### src/pwli_pkg.sv
package pwli_pkg;

    localparam int unsigned EFF_W    = 17;
    localparam int unsigned ENERGY_W = 32;
    localparam int unsigned IDX_W    = 8;
    localparam int unsigned NPTS_W   = 9;
    // product of a 17-bit efficiency step and a 32-bit energy offset
    localparam int unsigned PROD_W   = 49;
    localparam int unsigned DCNT_W   = 6;
    localparam logic [EFF_W-1:0] EFF_ONE = 17'd65536;

    typedef enum logic
    {
        OP_LOAD  = 1'b0,
        OP_QUERY = 1'b1
    } opcode_t;

    typedef struct packed
    {
        logic [0:0]          opcode;
        logic [IDX_W-1:0]    point_index;
        logic [ENERGY_W-1:0] energy;
        logic [EFF_W-1:0]    point_eff;
    } in_item_t;

    typedef struct packed
    {
        logic [EFF_W-1:0] efficiency;
        logic             out_of_range;
    } out_item_t;

    // front to back: head of the command queue
    typedef struct packed
    {
        logic     valid;
        in_item_t item;
    } cmd_head_t;

    typedef enum logic [3:0]
    {
        ST_IDLE,
        ST_SEARCH,
        ST_SEARCH_CMP,
        ST_RD_LAST,
        ST_RD_FIRST,
        ST_RD_LO,
        ST_RD_HI,
        ST_CHECK,
        ST_MUL,
        ST_DIV_GO,
        ST_DIV_WAIT,
        ST_ADJ,
        ST_OUT
    } back_state_t;

endpackage

### src/pwli_front.sv
module pwli_front
(
    input  logic               clk,
    input  logic               rst_n,
    input  logic               push,
    output logic               full,
    input  pwli_pkg::in_item_t item,
    output pwli_pkg::cmd_head_t head,
    input  logic               head_pop
);

    pwli_pkg::in_item_t  slot_reg [2];
    logic                wr_ptr_reg, wr_ptr_next;
    logic                rd_ptr_reg, rd_ptr_next;
    logic [1:0]          count_reg, count_next;
    pwli_pkg::in_item_t  clamped;
    logic                do_push;
    logic                do_pop;

    // Saturate the loaded efficiency to one before queueing.
    always_comb
    begin
        clamped = item;
        if (item.point_eff > pwli_pkg::EFF_ONE)
        begin
            clamped.point_eff = pwli_pkg::EFF_ONE;
        end
    end

    assign full    = (count_reg == 2'd2);
    assign do_push = push && !full;
    assign do_pop  = head_pop && (count_reg != 2'd0);

    assign head.valid = (count_reg != 2'd0);
    assign head.item  = slot_reg[rd_ptr_reg];

    always_comb
    begin
        wr_ptr_next = wr_ptr_reg ^ do_push;
        rd_ptr_next = rd_ptr_reg ^ do_pop;
        count_next  = count_reg + {1'b0, do_push} - {1'b0, do_pop};
    end

    always_ff @(posedge clk)
    begin
        if (do_push)
        begin
            slot_reg[wr_ptr_reg] <= clamped;
        end
    end

    always_ff @(posedge clk or negedge rst_n)
    begin
        if (!rst_n)
        begin
            wr_ptr_reg <= 1'b0;
            rd_ptr_reg <= 1'b0;
            count_reg  <= 2'd0;
        end
        else
        begin
            wr_ptr_reg <= wr_ptr_next;
            rd_ptr_reg <= rd_ptr_next;
            count_reg  <= count_next;
        end
    end

endmodule

### config.mk
export PLATFORM = sky130hd
export DESIGN_NAME = pwli_front
export DESIGN_NICKNAME = d
export VERILOG_FILES = /design/src/pwli_pkg.sv /design/src/pwli_front.sv
export SDC_FILE = /design/constraint.sdc
export NUM_CORES = 1
export LEC_CHECK = 0
export ABC_AREA = 1
export BUFFER_PORTS_ARGS = -buffer_cell sky130_fd_sc_hd__buf_2
export CORE_MARGIN = 2
export CORE_UTILIZATION = 40
export CTS_CLUSTER_SIZE = 16
export DETAILED_ROUTE_END_ITERATION = 6
export PLACE_DENSITY = 0.66
export SYNTH_ARGS = -nofsm -noshare
export SYNTH_HDL_FRONTEND = slang
export SYNTH_SLANG_ARGS = --single-unit
### constraint.sdc
create_clock -name clk -period 2.6 [get_ports clk]
set_input_delay 0.13 -clock clk [delete_from_list [all_inputs] [get_ports clk]]
set_output_delay 0.13 -clock clk [all_outputs]
set_load 0.02 [all_outputs]
Yosys cells after proc, flatten, opt, wreduce, memory -nomap -nowiden
Memories as Yosys holds them, arrays and structs flattened. Cells that the tools add are included.

Bits in writable memories: 116. Logic and storage cells: 17. Register bits: 4. Output and inout port bits: 60. Bits of input ports: 62. Memories kept: 1.

Memories: slot_reg (depth 2, width 58, read ports 1, clocked after Yosys merged registers in 0, wr ports 1, line pwli_front.sv:12) `pwli_pkg::in_item_t slot_reg [2];`.

Bitwise gates (word level): 2. Order comparisons: 1. Add/sub/neg operators: 2. Muxes and demuxes: 3. Reductions and logical operators: 4. Eq/ne operators: 1.

Operators with widths (count): > comparator 17 bit (second input constant) (1); two-way mux 17 bit (1); adder 2 x 1 -> 2 bit (1); == test 2 bit (second input constant) (1); logical AND 1 bit (2); two-way mux 1 bit (2); nonzero test 2 bit (1); subtractor 2 x 1 -> 2 bit (1); XOR 1 bit (2); zero test 1 bit (1).

Logic depth before layout (Yosys ltp)
Gate-level depths: netlist (run 1).

Depth after elaboration: 5. Depth in mapped cells: 8. Mapped depth without buffers: 8.

Worst setup path after synthesis (run 1)
Ideal clock, no wire load.

Kind: register to register. Start point: reg count_reg[1]. End point: mem slot_reg[1][0] in the netlist's numbering (enable). Setup time: 422 ps. Cell stages (with the launch flop): 5. Arrival time: 2040 ps. Path slack: 138 ps. Period minus slack after synthesis: 2462 ps. Cell sequence: dfrtp_1 -> inv_1 -> o21ai_0 -> inv_1 -> ha_1.

Cells in the longest elaborated chain, start to end: 5.

Ends and longest elaborated chain: start, declared (line pwli_front.sv:15) `logic [1:0] count_reg, count_next;`; start signal, assigned (line pwli_front.sv:64) `count_reg <= count_next;`; == test 2 bit (line pwli_front.sv:30) `assign full = (count_reg == 2'd2);`; zero test 1 bit (line pwli_front.sv:31) `assign do_push = push && !full;`; logical AND 1 bit (line pwli_front.sv:31); two-way mux 1 bit (line pwli_front.sv:46) `if (do_push)`; two-way mux 1 bit (implied by the code) (line pwli_front.sv:48) `slot_reg[wr_ptr_reg] <= clamped;`; end, declared (line pwli_front.sv:12).

No other way between the ends.

==> results of run 1 <==
per-stage QoR:
stage	cells	hold slack [ns]
floorplan	376	-0.1656
finish	706	0.06837
global route	706	0.06911
CTS	706	0.04226
global placement	631	-0.06210
detailed placement	631	-0.05882
worst min path at each step:
stage / start / endpoint / slack, ns / cells past startpoint
after global placement: rst_n / count_reg[0]$_DFF_PN0_ / -0.06 / 1
after CTS: rst_n / count_reg[0]$_DFF_PN0_ / 0.04 / 2
after floorplan: rst_n / count_reg[0]$_DFF_PN0_ / -0.17 / 0
after detailed placement: rst_n / count_reg[0]$_DFF_PN0_ / -0.06 / 1
final: rst_n / count_reg[0]$_DFF_PN0_ / 0.07 / 2
after global routing: rst_n / wr_ptr_reg$_DFF_PN0_ / 0.07 / 2
layout by cell type (no fill, tap or decap):
master	instances
nand2_1	179
buf_2	121
edfxtp_1	116
dlygate4sd3_1	43
inv_1	22
clkbuf_16	17
a21oi_2	10
nor2_1	9
buf_4	7
a21oi_1	6
clkinv_2	6
clkinv_1	4
bufinv_16	3
dfrtp_1	3
nor2_2	2
xor2_1	2
ha_1	2
ha_2	2
clkbuf_1	2
nand2_2	1
inv_2	1
or2_2	1
o21ai_0	1
xnor2_1	1
buf_12	1
dfrtp_2	1
area by class of cell:
type	count	area, µm²
Clock inverter	13	135.1
Clock buffer	19	432.9
Sequential cell	120	3585
Timing Repair Buffer	172	1109
Fill cell	968	4957
Tap cell	143	178.9
Inverter	23	86.33
Multi-Input combinational cell	216	934.6
worst max-delay path, stage by stage, from the launching register on:
cell and delay [ns]:
dfrtp_2 0.42, inv_2 0.22, buf_4 0.30, nand2_1 0.08, nand2_1 0.10, buf_2 0.17
per-layer routing:
layer,routed length [µm],GRT usage,vias up
li1,-,-,1589
met1,4114,0.1951,1472
met2,4647,0.2614,102
met3,528,0.04536,11
met4,115,0.06098,0
met5,0,0,-
repair_timing:
item,in CTS,in global routing
setup endpoints to repair,0,0
endpoints found under the hold margin,87,0
hold buffers,43,0
report_power, final:
group	internal, mW	total (mW)	switching, mW	leakage (nW)
Sequential	2.66	2.77	0.109	1.13
Clock	1.48	2.22	0.742	0.284
Combinational	0.754	2.50	1.74	1.44
Total	4.89	7.49	2.59	2.85
kinds of logic after synthesis:
kind of cell,count (synthesis),synth area share
and+or+nand+nor,192,0.1558
DFF,120,0.7639
buffers and inverters,40,0.03787
AOI/OAI and AO/OA,17,0.02614
adders and majority gates,4,0.01067
xor gates and xnor gates,3,0.005603
==> metrics.cfg, run 1 <==
[placed_design]
io_buffers = 121
place.gp.congestion = 0.7272
placed_area_um2 = 5463
pre_cts_slack_ns = 0.8449
dp_hpwl_um = 5895

[logic_synthesis]
synth_area_per_cell_um2 = 12.48
synth_edf_count = 116
ys_ff_latch = 120
syn-num-nets = 442
synth_top_cell_by_area = edfxtp_1
synthCells = 376
ys_top_cells_by_count = nand2_1, edfxtp_1, inv_1
synthArstFlopShare = 0.03333
yosysSeqAreaShare = 0.7639
synthFlopType = edfxtp_1
synthTopCellsByArea = edfxtp_1, nand2_1, dfrtp_1
yosys_warnings = 0
yosysTopAreaCellShare = 0.7426
yosysMostFrequentCell = nand2_1
ys_types = 20
syn_area_um2 = 4691

[floorplan]
rows = 39
dieArea_um2 = 12610
start_util = 0.4108
fp.dieH_um = 112.3
ios = 122
coreArea_um2 = 11420
die_w_um = 112.3

[drt]
drt_iter0_markers = 149
first_pass_iters = 4
drc = 0
wl_um = 9404
avgViaCountPerCell = 4.496
vias = 3174
ant_nets = 0
avgRoutedWirePerCell_um = 13.32

[clocking]
clock_latency_ns = 0.39
path_clk_slew_ns = 0.05
clockBufferDepth = 2
cts_resized = 0
cts.sinks = 120
cts_buffers = 17
cts_setup_buffers = 0
clock-root-buffer = clkbuf_16
cts_max_level = 4
cts_tree = yes

[grt]
grt-ovfl-total = 0
grt_pass1_vias = 3258
grt_max_degree = 35
grt_pass1_wl_um = 15440
antenna_found_initial = 0
grt_use_total = 0.1570

[power]
max-vdd-ir-drop_v = 0.0006032
power.total_mw = 7.487
powerDensity_nw_per_um2 = 1159
power_leakage_nw = 2.853

[timing]
rsz0062_at_grt = false
setup_tns_ns = 0
fin_crit_sh = 0.6998
setup_viol = 0
fmax_mhz = 549.6
clock_skew_ns = 0.006926
relSlewSlack = 0.7000
report.final.slew_viol_count = 0
setup_slack_ns = 0.7806
hold_viol = 0
worstMarginPinSlew_ns = 0.4500
finalCriticalPeriod_ns = 1.819

[layout]
fin_nets = 616
largest_reg_flops = 116
drive_above_1_share = 0.3073
syn2layout_area_growth_pct = 37.74
stdcell_area_um2 = 6461
diodes = 0
fin_util = 0.5659

[worst_setup_path]
critical_path_class = register to output pin
setup.worst_path.start = rd_ptr_reg$_DFF_PN0_
arrival_ns = 1.69
worst_setup_path_end_kind = output pin
r2r_setup_slack_ns = 0.88
worst_r2r_path_depth = 8
timing.rr.start = count_reg[0]$_DFF_PN0_
start_kind = register
crit_fanout = 19
critPathCapture = head[15]
cp.required_ns = 2.47
worstReg2RegEnd = count_reg[1]$_DFF_PN0_

[run_status]
outcome = complete, no violations

[job]
maxCapViolCount = 0

[min_path]
hold_class = primary input to asynchronous set/reset pin

Power figures use the tool's default switching activity.
==> run 2: changes to the inputs <==
==> constraint.sdc (replaced) <==
create_clock -name clk -period 1.57 [get_ports clk]
set_input_delay 0.0785 -clock clk [delete_from_list [all_inputs] [get_ports clk]]
set_output_delay 0.0785 -clock clk [all_outputs]
set_load 0.02 [all_outputs]
==> metrics.cfg, run 2 (same netlist as run 1, synthesis figures left out) <==
[timing]
rsz0062_at_grt = true
setup_tns_ns = -0.09275  ; -0.09275 ns
fmax_mhz = 615.5
setup_viol = 5  ; +5
worstMarginPinSlew_ns = 0.4643  ; +0.01431 ns
hold_viol = 0  ; unchanged
setup_slack_ns = -0.05479  ; -0.8354 ns
clock_skew_ns = 0.008645  ; +0.001719 ns
report.final.slew_viol_count = 0  ; unchanged
finalCriticalPeriod_ns = 1.625
fin_crit_sh = 1.035
relSlewSlack = 0.6905  ; -0.009537

[clocking]
cts.sinks = 120  ; unchanged
clock-root-buffer = clkbuf_16
cts_max_level = 4  ; unchanged
path_clk_slew_ns = 0.05  ; about the same
clockBufferDepth = 2  ; unchanged
cts_buffers = 17  ; unchanged
clock_latency_ns = 0.41  ; +0.02 ns
cts_tree = yes

[grt]
antenna_found_initial = 0  ; unchanged
grt-ovfl-total = 0  ; unchanged
grt_max_degree = 58  ; +66%
grt_use_total = 0.1563  ; -0.0006921
grt_pass1_wl_um = 15050  ; -2.6%
grt_pass1_vias = 3171  ; -2.7%

[drt]
drc = 0  ; unchanged
first_pass_iters = 4  ; unchanged
avgRoutedWirePerCell_um = 15.94  ; +20%
drt_iter0_markers = 161  ; +8.1%
avgViaCountPerCell = 4.661  ; +3.7%
wl_um = 11570  ; +23%
ant_nets = 0  ; unchanged
vias = 3384  ; +6.6%

[placed_design]
dp_cells = 634  ; +0.48%
dp_hpwl_um = 5810  ; -1.4%
pre_cts_slack_ns = -0.1428  ; -0.9876 ns
io_buffers = 121  ; unchanged
placed_area_um2 = 5548  ; +1.6%
place.gp.congestion = 0.7504  ; +3.2%

[worst_setup_path]
crit_family = adder cells
cp.required_ns = 1.86  ; -0.61 ns
crit_fanout = 2  ; -17
start_kind = register
critical_path_class = register to register
crit_top_cell = ha_4
worstPathCellList = or2_4, nand2_4, inv_4, ha_4, inv_2, ha_4, xnor2_2, xor2_1
worst_setup_path_end_kind = register
arrival_ns = 1.91  ; +0.22 ns
cpMaxStageDelayCell = dfrtp_1
cp.buffers_inverters = 2  ; -1
slowest_delay_ns = 0.38  ; -0.04 ns

[layout]
layoutNonFillerInstCount = 726  ; +2.8%
stdcell_area_um2 = 7257  ; +12%
drive_above_1_share = 0.4220  ; +0.1147
final_common_cell = nand2_1
diodes = 0  ; unchanged
fin_nets = 637  ; +3.4%
syn2layout_area_growth_pct = 54.71
largest_reg_flops = 116  ; unchanged
final_cell_mix = nand2_1, edfxtp_1, buf_2

[floorplan]
coreArea_um2 = 11420  ; unchanged
fp.dieH_um = 112.3  ; unchanged
ios = 122  ; unchanged
die_w_um = 112.3  ; unchanged
rows = 39  ; unchanged
start_util = 0.4108  ; unchanged
dieArea_um2 = 12610  ; unchanged

[run_status]
outcome = finished, violations left
failed_checks = setup timing

[power]
powerDensity_nw_per_um2 = 2004  ; +73%
power_leakage_nw = 3.137  ; +10%
max-vdd-ir-drop_v = 0.001017  ; +69%

[min_path]
hold_class = primary input to register

[job]
maxCapViolCount = 0  ; unchanged

run 2: final cells by class:
cell class / instances / area, µm²
inverters: 23 / 96.34
fillers: 871 / 4161
multi-input cells: 216 / 1121
clock inverters: 12 / 62.56
clock buffers: 19 / 432.9
well taps: 143 / 178.9
repair buffers: 193 / 1780
flip-flops and latches: 120 / 3585
run 2: timing repair:
action                                 in CTS  in global routing
cloned                                      0                 14
resized for setup                          30                121
setup endpoints to repair                  17                162
pin swaps                                   4                 10
buffers inserted                            1                  3
endpoints found under the hold margin      86                  0
hold buffers                               43                  0
run 2: final timing paths:
check,cells after the start,from,slack (ns),end
worst max-delay path,8,count_reg[1]$_DFF_PN0_,-0.05,count_reg[1]$_DFF_PN0_
worst min-delay path,3,item[8],0.03,slot_reg[1][8]$_DFFE_PP_
worst max register to register,8,count_reg[1]$_DFF_PN0_,-0.05,count_reg[1]$_DFF_PN0_
worst min register to register,2,count_reg[1]$_DFF_PN0_,0.62,count_reg[1]$_DFF_PN0_
max in group asynchronous,3,rst_n,0.82,rd_ptr_reg$_DFF_PN0_
min in group asynchronous,3,rst_n,0.56,count_reg[1]$_DFF_PN0_
run 2: per-layer routing:
layer / track usage / part of all wire / vias to the layer above
li1: - / - / 1639
met1: 0.1888 / 0.42 / 1588
met2: 0.2558 / 0.48 / 135
met3: 0.05508 / 0.073 / 22
met4: 0.06667 / 0.019 / 0
met5: 0 / 0 / -
run 2: worst register-to-register path, delay by kind of cell, from the launching register on:
family,cells,cell delay (ns)
buffers and inverters,2,0.08
DFF,1,0.38
and+or+nand+nor,2,0.36
xor gates and xnor gates,2,0.29
adders and majority gates,2,0.40
run 2: report_power, final:
group / internal (mW) / total [mW] / switching, mW
clock: 1.96 / 3.21 / 1.25
combinational: 2.99 / 6.69 / 3.71
sequential: 4.40 / 4.63 / 0.233
run 2: stage by stage:
stage | power [mW] | hold WS [ns] | utilization
3_3_place_gp | 8.897 | -0.1127 | 0.4859
4_1_cts | 12.56 | 0.01595 | 0.5762
5_1_grt | 15.22 | 0.02297 | 0.6355
3_5_place_dp | 8.958 | -0.1088 | 0.4859
2_1_floorplan | 7.310 | -0.2171 | -
6_report | 14.54 | 0.02552 | 0.6355
==> run 3: changes to the inputs <==
--- a/config.mk
+++ b/config.mk
@@ -11,7 +11,9 @@
 export CORE_UTILIZATION = 40
 export CTS_CLUSTER_SIZE = 16
 export DETAILED_ROUTE_END_ITERATION = 6
+export HOLD_SLACK_MARGIN = 0.06
 export PLACE_DENSITY = 0.66
+export RECOVER_POWER = 25
 export SYNTH_ARGS = -nofsm -noshare
 export SYNTH_HDL_FRONTEND = slang
 export SYNTH_SLANG_ARGS = --single-unit
==> metrics.cfg, run 3 (same netlist as run 1, synthesis figures left out) <==
[floorplan]
dieArea_um2 = 12610  ; unchanged
rows = 39  ; unchanged
fp.dieH_um = 112.3  ; unchanged
coreArea_um2 = 11420  ; unchanged
start_util = 0.4108  ; unchanged
die_w_um = 112.3  ; unchanged
ios = 122  ; unchanged

[drt]
first_pass_iters = 4  ; unchanged
avgRoutedWirePerCell_um = 15.90  ; -0.24%
vias = 3468  ; +2.5%
avgViaCountPerCell = 4.668  ; +0.14%
drc = 0  ; unchanged
drt_iter0_markers = 147  ; -8.7%
ant_nets = 0  ; unchanged
wl_um = 11820  ; +2.1%

[worst_setup_path]
crit_fanout = 2  ; unchanged
start_kind = register
worst_r2r_path_depth = 8  ; unchanged
cp.buffers_inverters = 2  ; unchanged
cp.required_ns = 1.86  ; about the same
crit_family = adder cells
worstPathCellList = or2_4, nand2_4, inv_4, ha_4, inv_2, ha_4, xnor2_2, xor2_1
worst_setup_path_end_kind = register
r2r_setup_slack_ns = -0.05  ; about the same
timing.rr.start = count_reg[1]$_DFF_PN0_
critical_path_class = register to register
crit_top_cell = ha_4
worstReg2RegEnd = count_reg[1]$_DFF_PN0_
slowest_delay_ns = 0.38  ; about the same
cpMaxStageDelayCell = dfrtp_1
arrival_ns = 1.91  ; about the same

[grt]
grt_pass1_vias = 3282  ; +3.5%
grt_pass1_wl_um = 15410  ; +2.4%
antenna_found_initial = 0  ; unchanged
grt_use_total = 0.1599  ; +0.003611
grt_max_degree = 58  ; unchanged
grt-ovfl-total = 0  ; unchanged

[clocking]
clock-root-buffer = clkbuf_16
cts.sinks = 120  ; unchanged
cts_max_level = 4  ; unchanged
path_clk_slew_ns = 0.05  ; about the same
cts_buffers = 17  ; unchanged
clockBufferDepth = 2  ; unchanged
clock_latency_ns = 0.41  ; about the same
cts_tree = yes

[timing]
fin_hold_ws_ns = 0.1199  ; +0.09439 ns
relSlewSlack = 0.2647  ; -0.4258
rsz0062_at_grt = true
setup_viol = 5  ; unchanged
clock_skew_ns = 0.008607  ; -0.00003831 ns
worstMarginPinSlew_ns = 1.103  ; +0.6387 ns
setup_slack_ns = -0.05482  ; -0.00003310 ns
report.final.slew_viol_count = 0  ; unchanged
fin_crit_sh = 1.035  ; about the same
setup_tns_ns = -0.08868  ; +0.004069 ns
fmax_mhz = 615.5  ; about the same
hold_viol = 0  ; unchanged
finalCriticalPeriod_ns = 1.625  ; +0.00003310 ns

[layout]
layoutNonFillerInstCount = 743  ; +2.3%
diodes = 0  ; unchanged
final_common_cell = nand2_1
syn2layout_area_growth_pct = 57.88
n_fill_cell = 862  ; -1.0%
stdcell_area_um2 = 7406  ; +2.1%
final_cell_mix = nand2_1, edfxtp_1, buf_2
largest_reg_flops = 116  ; unchanged
fin_util = 0.6486  ; +0.01304
drive_above_1_share = 0.3800  ; -0.04196
fin_nets = 654  ; +2.7%

[job]
maxCapViolCount = 0  ; unchanged

[min_path]
min_path_cells = 5  ; +2
hold_class = primary input to register
hp-start = push
whs_endpoint = wr_ptr_reg$_DFF_PN0_

[power]
power_leakage_nw = 3.156  ; +0.61%
max-vdd-ir-drop_v = 0.001008  ; -0.87%
power.total_mw = 14.56  ; +0.16%
powerDensity_nw_per_um2 = 1966  ; -1.9%

[run_status]
outcome = finished, violations left
failed_checks = setup timing

[placed_design]
placed_area_um2 = 5548  ; unchanged
dp_cells = 634  ; unchanged
dp_hpwl_um = 5810  ; unchanged
place.gp.congestion = 0.7504  ; unchanged
pre_cts_slack_ns = -0.1428  ; unchanged
io_buffers = 121  ; unchanged

==> run 3: repair_timing <==
item                       in CTS  in global routing
resized for setup              30                122
setup endpoints to repair      17                162
pin swaps                       4                 10
setup buffers                   1                  3
hold endpoints to repair      119                  0
cloned                          0                 14
hold buffers                   60                  0
==> run 3: worst max-delay path by stage <==
stage	start	endpoint	slack, ns	cells past startpoint
CTS	count_reg[0]$_DFF_PN0_	count_reg[1]$_DFF_PN0_	-0.02	8
global route	count_reg[1]$_DFF_PN0_	count_reg[1]$_DFF_PN0_	-0.10	8
detailed placement	count_reg[1]$_DFF_PN0_	count_reg[1]$_DFF_PN0_	-0.14	8
floorplan	count_reg[1]$_DFF_PN0_	slot_reg[0][0]$_DFFE_PP_	-0.29	4
finish	count_reg[1]$_DFF_PN0_	count_reg[1]$_DFF_PN0_	-0.05	8
global placement	count_reg[1]$_DFF_PN0_	count_reg[1]$_DFF_PN0_	-0.08	8
==> run 3: power breakdown <==
group | internal (mW) | leakage (nW) | switching, mW
logic | 3.01 | 1.78 | 3.71
registers | 4.40 | 1.13 | 0.233
clock network | 1.96 | 0.247 | 1.25
total | 9.37 | 3.16 | 5.19
==> run 3: per-layer routing <==
layer / wire length, µm / track usage
met1: 4886 / 0.1892
met2: 5849 / 0.2671
met3: 878 / 0.05616
met4: 201 / 0.06667
met5: 0 / 0
==> run 3: layout make-up <==
cell class | count | area [µm²] | share of cell area
flip-flops and latches | 120 | 3585 | 0.4840
repair buffers | 210 | 1927 | 0.2602
multi-input cells | 216 | 1124 | 0.1517
clock buffers | 19 | 432.9 | 0.05846
well taps | 143 | 178.9 | 0.02416
inverters | 23 | 96.34 | 0.01301
clock inverters | 12 | 62.56 | 0.008447
==> run 3: worst register-to-register path, stage by stage (launching register included) <==
cell,delay (ns)
dfrtp_1,0.38
or2_4,0.27
nand2_4,0.09
inv_4,0.04
ha_4,0.25
inv_2,0.04
ha_4,0.15
xnor2_2,0.13
xor2_1,0.16
